## src/hdl/tbpg_pkg.sv

```systemverilog
// shared widths, register map and reset values of the title bar pixel generator
package tbpg_pkg;

  localparam int COL_W   = 12;
  localparam int ROW_W   = 6;
  localparam int WIDTH_W = 13;
  localparam int COLOR_W = 32;
  localparam int DIFF_W  = 15;
  localparam int MARK_W  = 9;
  localparam int ADDR_W  = 4;
  localparam int APB_W   = 32;
  localparam int IN_W    = 24;

  localparam int DEF_BAR_HEIGHT    = 24;
  localparam int DEF_CLOSE_WIDTH   = 32;
  localparam int DEF_CORNER_RADIUS = 8;
  localparam int DEF_MARK_MARGIN   = 7;

  localparam logic [1:0] REG_BAR_WIDTH    = 2'd0;
  localparam logic [1:0] REG_BAR_COLOR    = 2'd1;
  localparam logic [1:0] REG_BUTTON_COLOR = 2'd2;
  localparam logic [1:0] REG_MARK_COLOR   = 2'd3;

  localparam logic [WIDTH_W-1:0] RST_BAR_WIDTH    = 13'd640;
  localparam logic [COLOR_W-1:0] RST_BAR_COLOR    = 32'hff383838;
  localparam logic [COLOR_W-1:0] RST_BUTTON_COLOR = 32'hff802020;
  localparam logic [COLOR_W-1:0] RST_MARK_COLOR   = 32'hffe0e0e0;
  localparam logic [COLOR_W-1:0] TRANSPARENT      = 32'h00000000;

endpackage

```

## src/hdl/titlebar_pixel_generator_top.sv

```systemverilog
// title bar pixel generator: coordinate in, argb8888 colour out, three stage pipeline
//
// usage:
//   s_tvalid/s_tready/s_tdata carry one pixel coordinate per beat:
//     tdata[11:0] column, tdata[17:12] row, tdata[23:18] zero.
//   m_tvalid/m_tready/m_tdata carry one argb8888 pixel per beat.
//   the apb port holds bar_width (0x0), bar_color (0x4), button_color (0x8)
//   and mark_color (0xc); pready is always high. write registers only while
//   the pipeline is empty.
// an accepted coordinate passes all three stage registers, the last being m_tdata;
// one beat is taken every cycle unless a full pipeline is stalled. the stages
// are: range check and offset from the right edge, corner and close mark
// geometry, corner circle test plus colour select into the output register.
// reset empties the pipeline and restores the default bar width and colours.
// when the receiver stalls, each stage holds while the one after it is full,
// so up to three beats stay in flight and s_tready drops only once all are
// full; s_tready follows m_tready combinationally.
module titlebar_pixel_generator_top #(
  parameter int BAR_HEIGHT    = tbpg_pkg::DEF_BAR_HEIGHT,
  parameter int CLOSE_WIDTH   = tbpg_pkg::DEF_CLOSE_WIDTH,
  parameter int CORNER_RADIUS = tbpg_pkg::DEF_CORNER_RADIUS,
  parameter int MARK_MARGIN   = tbpg_pkg::DEF_MARK_MARGIN
) (
  input  logic                         clk,
  input  logic                         rst,
  input  logic                         s_tvalid,
  output logic                         s_tready,
  input  logic [tbpg_pkg::IN_W-1:0]    s_tdata,   // column, row, zero fill
  output logic                         m_tvalid,
  input  logic                         m_tready,
  output logic [tbpg_pkg::COLOR_W-1:0] m_tdata,   // pixel
  input  logic                         psel,
  input  logic                         penable,
  input  logic                         pwrite,
  input  logic [tbpg_pkg::ADDR_W-1:0]  paddr,
  input  logic [tbpg_pkg::APB_W-1:0]   pwdata,
  output logic [tbpg_pkg::APB_W-1:0]   prdata,
  output logic                         pready
);

  localparam int DW = tbpg_pkg::DIFF_W;
  localparam int MW = tbpg_pkg::MARK_W;
  localparam int AW = $clog2(CORNER_RADIUS + 1);
  localparam int SW = 2 * AW + 1;

  localparam logic signed [DW-1:0] NEG_R   = DW'(-CORNER_RADIUS);
  localparam logic signed [DW-1:0] R_D     = DW'(CORNER_RADIUS);
  localparam logic signed [DW-1:0] R1_D    = DW'(CORNER_RADIUS + 1);
  localparam logic signed [DW-1:0] CW_D    = DW'(CLOSE_WIDTH);
  localparam logic signed [MW-1:0] MARGIN  = MW'(MARK_MARGIN);
  localparam logic signed [MW-1:0] MEND    = MW'(CLOSE_WIDTH - MARK_MARGIN);
  localparam logic signed [MW-1:0] SPAN    = MW'(CLOSE_WIDTH - 2 * MARK_MARGIN - 1);
  localparam logic signed [MW-1:0] ONE_M   = MW'(1);
  localparam logic signed [MW-1:0] NEG1_M  = MW'(-1);
  localparam logic [SW-1:0]        R_SQ    = SW'(CORNER_RADIUS * CORNER_RADIUS);

  // configuration registers
  logic [tbpg_pkg::WIDTH_W-1:0] bar_width;
  logic [tbpg_pkg::COLOR_W-1:0] bar_color;
  logic [tbpg_pkg::COLOR_W-1:0] button_color;
  logic [tbpg_pkg::COLOR_W-1:0] mark_color;
  logic                         cfg_wr;
  logic [1:0]                   cfg_sel;

  assign pready  = 1'b1;
  assign cfg_sel = paddr[3:2];
  assign cfg_wr  = psel && penable && pwrite && pready;

  always_ff @(posedge clk) begin
    if (rst) begin
      bar_width    <= tbpg_pkg::RST_BAR_WIDTH;
      bar_color    <= tbpg_pkg::RST_BAR_COLOR;
      button_color <= tbpg_pkg::RST_BUTTON_COLOR;
      mark_color   <= tbpg_pkg::RST_MARK_COLOR;
    end else if (cfg_wr) begin
      unique case (cfg_sel)
        tbpg_pkg::REG_BAR_WIDTH:    bar_width    <= pwdata[tbpg_pkg::WIDTH_W-1:0];
        tbpg_pkg::REG_BAR_COLOR:    bar_color    <= pwdata;
        tbpg_pkg::REG_BUTTON_COLOR: button_color <= pwdata;
        tbpg_pkg::REG_MARK_COLOR:   mark_color   <= pwdata;
        default: ;
      endcase
    end
  end

  always_comb begin
    unique case (cfg_sel)
      tbpg_pkg::REG_BAR_WIDTH:
        prdata = {{(tbpg_pkg::APB_W - tbpg_pkg::WIDTH_W){1'b0}}, bar_width};
      tbpg_pkg::REG_BAR_COLOR:    prdata = bar_color;
      tbpg_pkg::REG_BUTTON_COLOR: prdata = button_color;
      tbpg_pkg::REG_MARK_COLOR:   prdata = mark_color;
      default:                    prdata = '0;
    endcase
  end

  // stage flow control
  logic v1, v2, v3;
  logic adv1, adv2, adv3;

  assign adv3     = !v3 || m_tready;
  assign adv2     = !v2 || adv3;
  assign adv1     = !v1 || adv2;
  assign s_tready = adv1;
  assign m_tvalid = v3;

  always_ff @(posedge clk) begin
    if (rst) begin
      v1 <= 1'b0;
      v2 <= 1'b0;
      v3 <= 1'b0;
    end else begin
      if (adv1) v1 <= s_tvalid;
      if (adv2) v2 <= v1;
      if (adv3) v3 <= v2;
    end
  end

  // stage 1: range check and offset from the right edge
  logic [tbpg_pkg::COL_W-1:0] in_col;
  logic [tbpg_pkg::ROW_W-1:0] in_row;
  logic [tbpg_pkg::COL_W-1:0] x1;
  logic [tbpg_pkg::ROW_W-1:0] y1;
  logic signed [DW-1:0]       xw1;
  logic                       inr1;

  assign in_col = s_tdata[tbpg_pkg::COL_W-1:0];
  assign in_row = s_tdata[tbpg_pkg::COL_W +: tbpg_pkg::ROW_W];

  always_ff @(posedge clk) begin
    if (adv1) begin
      x1   <= in_col;
      y1   <= in_row;
      xw1  <= $signed({{(DW - tbpg_pkg::COL_W){1'b0}}, in_col})
            - $signed({{(DW - tbpg_pkg::WIDTH_W){1'b0}}, bar_width});
      inr1 <= ({1'b0, in_col} < bar_width)
           && ({1'b0, in_row} < (tbpg_pkg::ROW_W + 1)'(BAR_HEIGHT));
    end
  end

  // stage 2: corner distances and close mark test
  logic                 left2, right2;
  logic signed [DW-1:0] x1_s, y1_s, adx_full, ady_full, xr_full;
  logic signed [MW-1:0] xr, ym, nx, ny, da, db;
  logic                 close_c, mark_c, corner_y;
  logic [AW-1:0]        adx2, ady2;
  logic                 zone2, close2, mark2, inr2;

  always_comb begin
    x1_s     = $signed({{(DW - tbpg_pkg::COL_W){1'b0}}, x1});
    y1_s     = $signed({{(DW - tbpg_pkg::ROW_W){1'b0}}, y1});
    left2    = x1_s < R_D;
    right2   = xw1 >= NEG_R;
    corner_y = y1_s < R_D;
    adx_full = left2 ? (R_D - x1_s) : (xw1 + R1_D);
    ady_full = R_D - y1_s;
    xr_full  = xw1 + CW_D;
    close_c  = xr_full >= 0;
    xr       = xr_full[MW-1:0];
    ym       = $signed({{(MW - tbpg_pkg::ROW_W){1'b0}}, y1});
    nx       = xr - MARGIN;
    ny       = ym - MARGIN;
    da       = nx - ny;
    db       = nx + ny - SPAN;
    mark_c   = close_c && (xr >= MARGIN) && (xr < MEND) && (ym >= MARGIN) && (ym < MEND)
            && (((da >= NEG1_M) && (da <= ONE_M)) || ((db >= NEG1_M) && (db <= ONE_M)));
  end

  always_ff @(posedge clk) begin
    if (adv2) begin
      adx2   <= adx_full[AW-1:0];
      ady2   <= ady_full[AW-1:0];
      zone2  <= corner_y && (left2 || right2);
      close2 <= close_c;
      mark2  <= mark_c;
      inr2   <= inr1;
    end
  end

  // stage 3: corner circle test and colour select
  logic [SW-1:0]                dist_sq;
  logic                         cut3;
  logic [tbpg_pkg::COLOR_W-1:0] pixel_next;

  always_comb begin
    dist_sq = SW'({{AW{1'b0}}, adx2} * {{AW{1'b0}}, adx2})
            + SW'({{AW{1'b0}}, ady2} * {{AW{1'b0}}, ady2});
    cut3    = zone2 && (dist_sq > R_SQ);
    if (!inr2 || cut3) begin
      pixel_next = tbpg_pkg::TRANSPARENT;
    end else if (mark2) begin
      pixel_next = mark_color;
    end else if (close2) begin
      pixel_next = button_color;
    end else begin
      pixel_next = bar_color;
    end
  end

  always_ff @(posedge clk) begin
    if (adv3) begin
      m_tdata <= pixel_next;
    end
  end

  // a free receiver always lets the pipeline take a beat
  a_ready_follows: assert property (@(posedge clk) disable iff (rst)
    m_tready |-> s_tready)
    else $error("s_tready low while m_tready high");

  // with every stage full and the output stalled no beat may enter
  a_full_blocks: assert property (@(posedge clk) disable iff (rst)
    (v1 && v2 && v3 && !m_tready) |-> !s_tready)
    else $error("beat accepted into a full pipeline");

  // a filled stage two moves on whenever stage three is empty
  a_advance: assert property (@(posedge clk) disable iff (rst)
    (v2 && !v3) |=> v3)
    else $error("stage two beat failed to advance");

endmodule
```

## config.mk

```make
export PLATFORM = sky130hd
export DESIGN_NAME = titlebar_pixel_generator_top
export DESIGN_NICKNAME = d
export VERILOG_FILES = /design/src/hdl/tbpg_pkg.sv /design/src/hdl/titlebar_pixel_generator_top.sv
export SDC_FILE = /design/constraint.sdc
export NUM_CORES = 1
export LEC_CHECK = 0
export BUFFER_PORTS_ARGS = -buffer_cell sky130_fd_sc_hd__buf_2
export CAP_MARGIN = 25
export CORE_MARGIN = 1
export CORE_UTILIZATION = 65
export CTS_BUF_LIST = sky130_fd_sc_hd__clkbuf_2 sky130_fd_sc_hd__clkbuf_4 sky130_fd_sc_hd__clkbuf_8
export DETAILED_ROUTE_END_ITERATION = 8
export PLACE_DENSITY = 0.84
export SLEW_MARGIN = 20
export SYNTH_ARGS = -nofsm -noshare
export SYNTH_HDL_FRONTEND = slang
export SYNTH_SLANG_ARGS = --single-unit
```

## constraint.sdc

```tcl
create_clock -name clk -period 9 [get_ports clk]
set_clock_uncertainty 0.2 [all_clocks]
set_input_delay 0.9 -clock clk [delete_from_list [all_inputs] [get_ports clk]]
set_output_delay 0.9 -clock clk [all_outputs]
set_load 0.02 [all_outputs]
```

==> Word level (Yosys, flattened, before mapping) <==
Cells that the tools add are included.
{ "totals": {"ff_bits": 189, "out_inout_bits": 67, "word_cells": 80} }
{ "op_classes": {"addsub": 11, "n_mul": 2, "order_cmp": 15, "eq_ne": 3, "n_mux": 4, "reduce_logical": 27} }
{ "op_table": {"columns": ["operator", "n"], "rows": [
  ["case mux 32 bit (4 select lines)", 1],
  ["two-way mux 32 bit", 2],
  ["greater-or-equal comparator 9 x 1 -> 1 bit (second input constant)", 2],
  ["less-or-equal comparator 9 x 2 -> 1 bit (second input constant)", 2],
  ["multiplier 4 x 4 -> 8 bit", 2],
  ["adder 14 x 7 -> 15 bit (second input constant)", 1],
  ["greater-or-equal comparator 15 x 1 -> 1 bit (second input constant)", 1],
  ["greater-or-equal comparator 14 x 4 -> 1 bit (second input constant)", 1],
  ["subtractor 12 x 13 -> 14 bit", 1],
  ["less-than comparator 12 x 13 -> 1 bit", 1],
  ["logical AND 1 bit", 12],
  ["less-than comparator 12 x 4 -> 1 bit (second input constant)", 1],
  ["less-than comparator 6 x 5 -> 1 bit (second input constant)", 2],
  ["adder 8 x 8 -> 9 bit", 1],
  ["adder 9 x 7 -> 9 bit", 1],
  ["greater-or-equal comparator 9 x 4 -> 1 bit (second input constant)", 1],
  ["> comparator 9 x 7 -> 1 bit (second input constant)", 1],
  ["less-than comparator 9 x 6 -> 1 bit (second input constant)", 1],
  ["subtractor 9 x 4 -> 9 bit (second input constant)", 1],
  ["subtractor 9 x 6 -> 9 bit (second input constant)", 1],
  ["subtractor 9 x 7 -> 9 bit", 1],
  ["AND reduction 2 bit", 4],
  ["subtractor 4 bit (first input constant)", 2],
  ["subtractor 6 x 3 -> 7 bit (second input constant)", 1],
  ["other kinds (9)", 18]
]} }

==> Logic depth before layout (Yosys ltp) <==
{ "depth": {"ltp_word": 8, "depth_mapped": 20, "depth_no_buf": 19} }

==> Worst setup path after synthesis <==
No wires, ideal clock.
{ "synth_path": {"path_type": "reg2reg", "from": "register adx2[1]", "to": "register m_tdata[0] (netlist bit) (data pin)", "setup_time_ns": 0.266, "arrival_time_ns": 4.186, "required_time_ns": 8.534, "path_slack_ns": 4.348, "path_stages_with_launch": 20, "n_path_buf": 1, "period_less_slack_ns": 4.652, "cell_sequence": "edfxtp_1 > nand2_1 > fa_1 > fa_1 > inv_1 > fa_1 > inv_1 > fa_1 > inv_1 > ha_1 > fa_1 > a21oi_1 > nor2_1 > nor2_1 > xor2_1 > o21ai_0 > o21ai_0 > nand2_1 > clkbuf_1 > nor2_1"} }
{ "synth_via": {"elab_chain_len": 5} }
{ "synth_rtl": {"columns": ["element", "line_no", "text"], "rows": [
  ["start: declaration", "titlebar_pixel_generator_top.sv:146", "logic [AW-1:0] adx2, ady2;"],
  ["start signal: assignment", "titlebar_pixel_generator_top.sv:171", "adx2 <= adx_full[AW-1:0];"],
  ["multiplier 4 x 4 -> 8 bit", "titlebar_pixel_generator_top.sv:186", "dist_sq = SW'({{AW{1'b0}}, adx2} * {{AW{1'b0}}, adx2})"],
  ["adder 8 x 8 -> 9 bit", "titlebar_pixel_generator_top.sv:187", "+ SW'({{AW{1'b0}}, ady2} * {{AW{1'b0}}, ady2});"],
  ["> comparator 9 x 7 -> 1 bit", "titlebar_pixel_generator_top.sv:188", "cut3 = zone2 && (dist_sq > R_SQ);"],
  ["logical AND 1 bit", "titlebar_pixel_generator_top.sv:188", null],
  ["logical OR 1 bit", "titlebar_pixel_generator_top.sv:189", "if (!inr2 || cut3) begin"],
  ["end signal: assignment", "titlebar_pixel_generator_top.sv:202", "m_tdata <= pixel_next;"],
  ["end: declaration", "titlebar_pixel_generator_top.sv:31", "output logic [tbpg_pkg::COLOR_W-1:0] m_tdata,"]
]} }
No other way between the ends.
A chain may end at the register's enable or synchronous reset.

==> Final worst setup path <==
{ "layout_path": {"from": "register adx2[1]", "to": "register m_tdata[8] (netlist bit) (data pin)"} }
Same word-level chain as after synthesis.

==> flow_summary.json <==
{
  "rsz0062_at_grt": "no",
  "synth.avg_cell_area_um2": 9.169,
  "cts_made_buffers": 17,
  "cts_tree": "built",
  "hp-class": "reg -> reg",
  "drc": 0,
  "synthFlopType": "dfxtp_1",
  "diodes": 0,
  "p_per_area_mw_per_mm2": 187.4,
  "endpoint_kind": "register",
  "ys_seq_area_frac": 0.4338,
  "overflow": 0,
  "io_pins": 134,
  "antenna_found_initial": 0,
  "detailed_place_hpwl_um": 16000,
  "cp.required_ns": 9.13,
  "numClockSinks": 189,
  "synth_warnings": 0,
  "cts_setup_buffers": 0,
  "wl_per_cell_um": 16.72,
  "maxSlewViolCount": 0,
  "synth.area.mux_share": 0.08080,
  "synth_top_family_by_area": "simple AND/OR/NAND/NOR gates",
  "vias_per_cell": 5.783,
  "track_usage": 0.3021,
  "async_reset_ff_frac": 0,
  "insertion_delay_ns": 0.48,
  "rows": 46,
  "synth.area.top_cells": "edfxtp_1, dfxtp_1, nand2_1",
  "setup_tns_ns": 0,
  "final-setup-viol-count": 0,
  "wl_um": 24540,
  "nNetsFinal": 1381,
  "synth-xor-area-share": 0.03897,
  "synth.top_cell.area_share": 0.2202,
  "drtIter0Drc": 720,
  "syn-cell-area_mm2": 0.01050,
  "drv_cap": 0,
  "synth-edff-count": 77,
  "synth_compound_area_frac": 0.1042,
  "drive_gt1_frac": 0.1701,
  "fmax_mhz": 185.3,
  "die_h_um": 129.1,
  "post_cts_resized": 0,
  "slew_headroom": 0.3781,
  "final_hold_viol_count": 0,
  "crit_type": "reg -> reg",
  "outcome": "finished clean",
  "synth_adder_area_share": 0.09939,
  "grt_pass1_wl_um": 38800,
  "irDropWorstVdd_uv": 118.8,
  "grt_pass1_vias": 7843,
  "clk_pin_slew_ns": 0.09,
  "postRouteAntennaNets": 0,
  "critPathLaunchType": "register",
  "synthesis.nets": 1287,
  "syn_inst": 1145,
  "cts-htree-levels": 4,
  "critPathMaxFanout": 24,
  "total_leakage_power_nw": 5.197,
  "cts_buffer_depth": 2,
  "firstDrtPassIters": 5,
  "die-area_mm2": 0.01666,
  "area_growth_pct": 11.56,
  "total_power_mw": 2.195,
  "ctsHoldBuffers": 0,
  "ys_types": 54,
  "core_area_mm2": 0.01583,
  "start_util": 0.6633,
  "grt_max_degree": 113,
  "arrival_ns": 5.52,
  "clockRootBuffer": "clkbuf_8",
  "ys_ff_latch": 189,
  "gp_congestion": 0.8379,
  "period_share": 0.5996,
  "numPortBuffers": 124,
  "dieWidth_um": 129.1,
  "vias": 8490,
  "worst_slew_pin_slew_ns": 0.9329,
  "fin_crit_ns": 5.397,
  "synth_top_area_cell": "edfxtp_1",
  "synthSimpleGateAreaFrac": 0.1933
}
## cells in the final DEF, fill, tap and decap left out, types with 3 or more instances in the layout
| master | Yosys | layout |
|---|---|---|
| a21o_1 | 11 | 11 |
| edfxtp_1 | 77 | 77 |
| a22o_1 | 19 | 19 |
| inv_1 | 71 | 71 |
| a21boi_0 | 3 | 3 |
| xnor2_1 | 29 | 29 |
| o21ai_0 | 15 | 15 |
| nand2b_1 | 3 | 3 |
| fa_1 | 14 | 14 |
| nor2_1 | 93 | 93 |
| nand3b_1 | 48 | 48 |
| nand2_1 | 238 | 238 |
| bufinv_16 | 0 | 4 |
| xor2_1 | 13 | 13 |
| mux2i_1 | 33 | 33 |
| ha_1 | 61 | 61 |
| nand3_1 | 15 | 14 |
| or3_1 | 5 | 5 |
| mux2_2 | 20 | 20 |
| a21oi_1 | 119 | 119 |
| nor3_1 | 11 | 10 |
| buf_2 | 2 | 124 |
| and3_1 | 4 | 3 |
| and2_1 | 10 | 10 |
| nor2b_1 | 11 | 11 |
| dfxtp_1 | 112 | 112 |
| a211oi_1 | 3 | 3 |
| clkbuf_8 | 0 | 18 |
| clkinv_4 | 0 | 3 |
| buf_4 | 1 | 13 |
| mux4_2 | 13 | 13 |
| nor4_1 | 3 | 3 |
## metal layers
metal	up-vias	wire [µm]	global-route usage
met2	333	12160	0.5192
met5	-	0	0
met1	4038	10130	0.3839
li1	4075	-	-
met4	0	476	0.09758
met3	44	1779	0.06069
## cell type report
type                       instances  area, µm²
clock inverter                    13      188.9
clock buffer                      19      255.2
sequential                       189       4554
tap                              216      270.3
inverter                          71      266.5
timing repair buffer             138      738.2
fill                            1148       4115
multi-input combinational        822       5439
## report_power, final
part,switching [mW],internal [mW]
clock network,0.305,0.315
logic,0.356,0.265
registers,0.0263,0.929
total,0.687,1.51
## worst max-delay path: stages, from the launching register on
cell,delay (ns)
edfxtp_1,0.46
nand2_1,0.17
fa_1,0.44
fa_1,0.49
inv_1,0.05
fa_1,0.53
inv_1,0.05
fa_1,0.53
inv_1,0.04
ha_1,0.22
fa_1,0.41
a21oi_1,0.17
nor2_1,0.06
nor2_1,0.15
xor2_1,0.20
o21ai_0,0.13
o21ai_0,0.16
nand2_1,0.25
buf_4,0.35
nor2_1,0.16
## path summary, 6_finish.rpt
kind	start	endpoint	slack [ns]	depth (start not counted)
worst max register to register	adx2[1]	m_tdata[8]	3.60	19
worst max-delay path	adx2[1]	m_tdata[8]	3.60	19
worst min register to register	inr1	inr2	0.22	0
worst min-delay path	inr1	inr2	0.22	0
## cell families (layout without fill, tap and decap cells)
| group | count (synthesis) | count (layout) |
|---|---|---|
| other | 1 | 1 |
| AND/OR/NAND/NOR | 450 | 450 |
| XOR/XNOR | 44 | 44 |
| adder cells (fa/ha/maj) | 75 | 75 |
| buffers and inverters | 134 | 241 |
| AO/OA/AOI/OAI | 186 | 186 |
| flip-flops | 189 | 189 |
| multiplexers | 66 | 66 |
## registers in the layout (all words and copies together) (netlist names)
signal,cells
bar_color,32
button_color,32
m_tdata,32
mark_color,32
xw1,14
bar_width,13
x1,12
y1,6
adx2,4
ady2,4
close2,1
inr1,1
inr2,1
m_tvalid,1
mark2,1
v1,1
v2,1
zone2,1
## Yosys cell counts, drive strengths merged (13+ instances only)
master / instances
xnor2: 30
edfxtp: 77
o21ai: 15
a21oi: 119
fa: 14
nor2: 93
nand3: 16
nand2: 238
nand3b: 48
a22o: 19
inv: 71
buf: 13
clkbuf: 50
ha: 61
mux2: 20
xor2: 13
mux2i: 33
mux4: 13
dfxtp: 112
## metrics by stage
step / hold slack, ns / utilization / instance area, µm² / std cells / setup WS, ns
2_1_floorplan: 0.2003 / - / 10500 / 1145 / 4.348
3_3_place_gp: 0.2047 / 0.7107 / 11250 / 1435 / 3.830
3_5_place_dp: 0.2045 / 0.7107 / 11250 / 1435 / 3.763
4_1_cts: 0.2263 / 0.7387 / 11690 / 1467 / 3.733
5_1_grt: 0.2366 / 0.7400 / 11710 / 1468 / 3.283
6_report: 0.2250 / 0.7400 / 11710 / 1468 / 3.603
No activity file was read; power rests on OpenSTA's default activity.
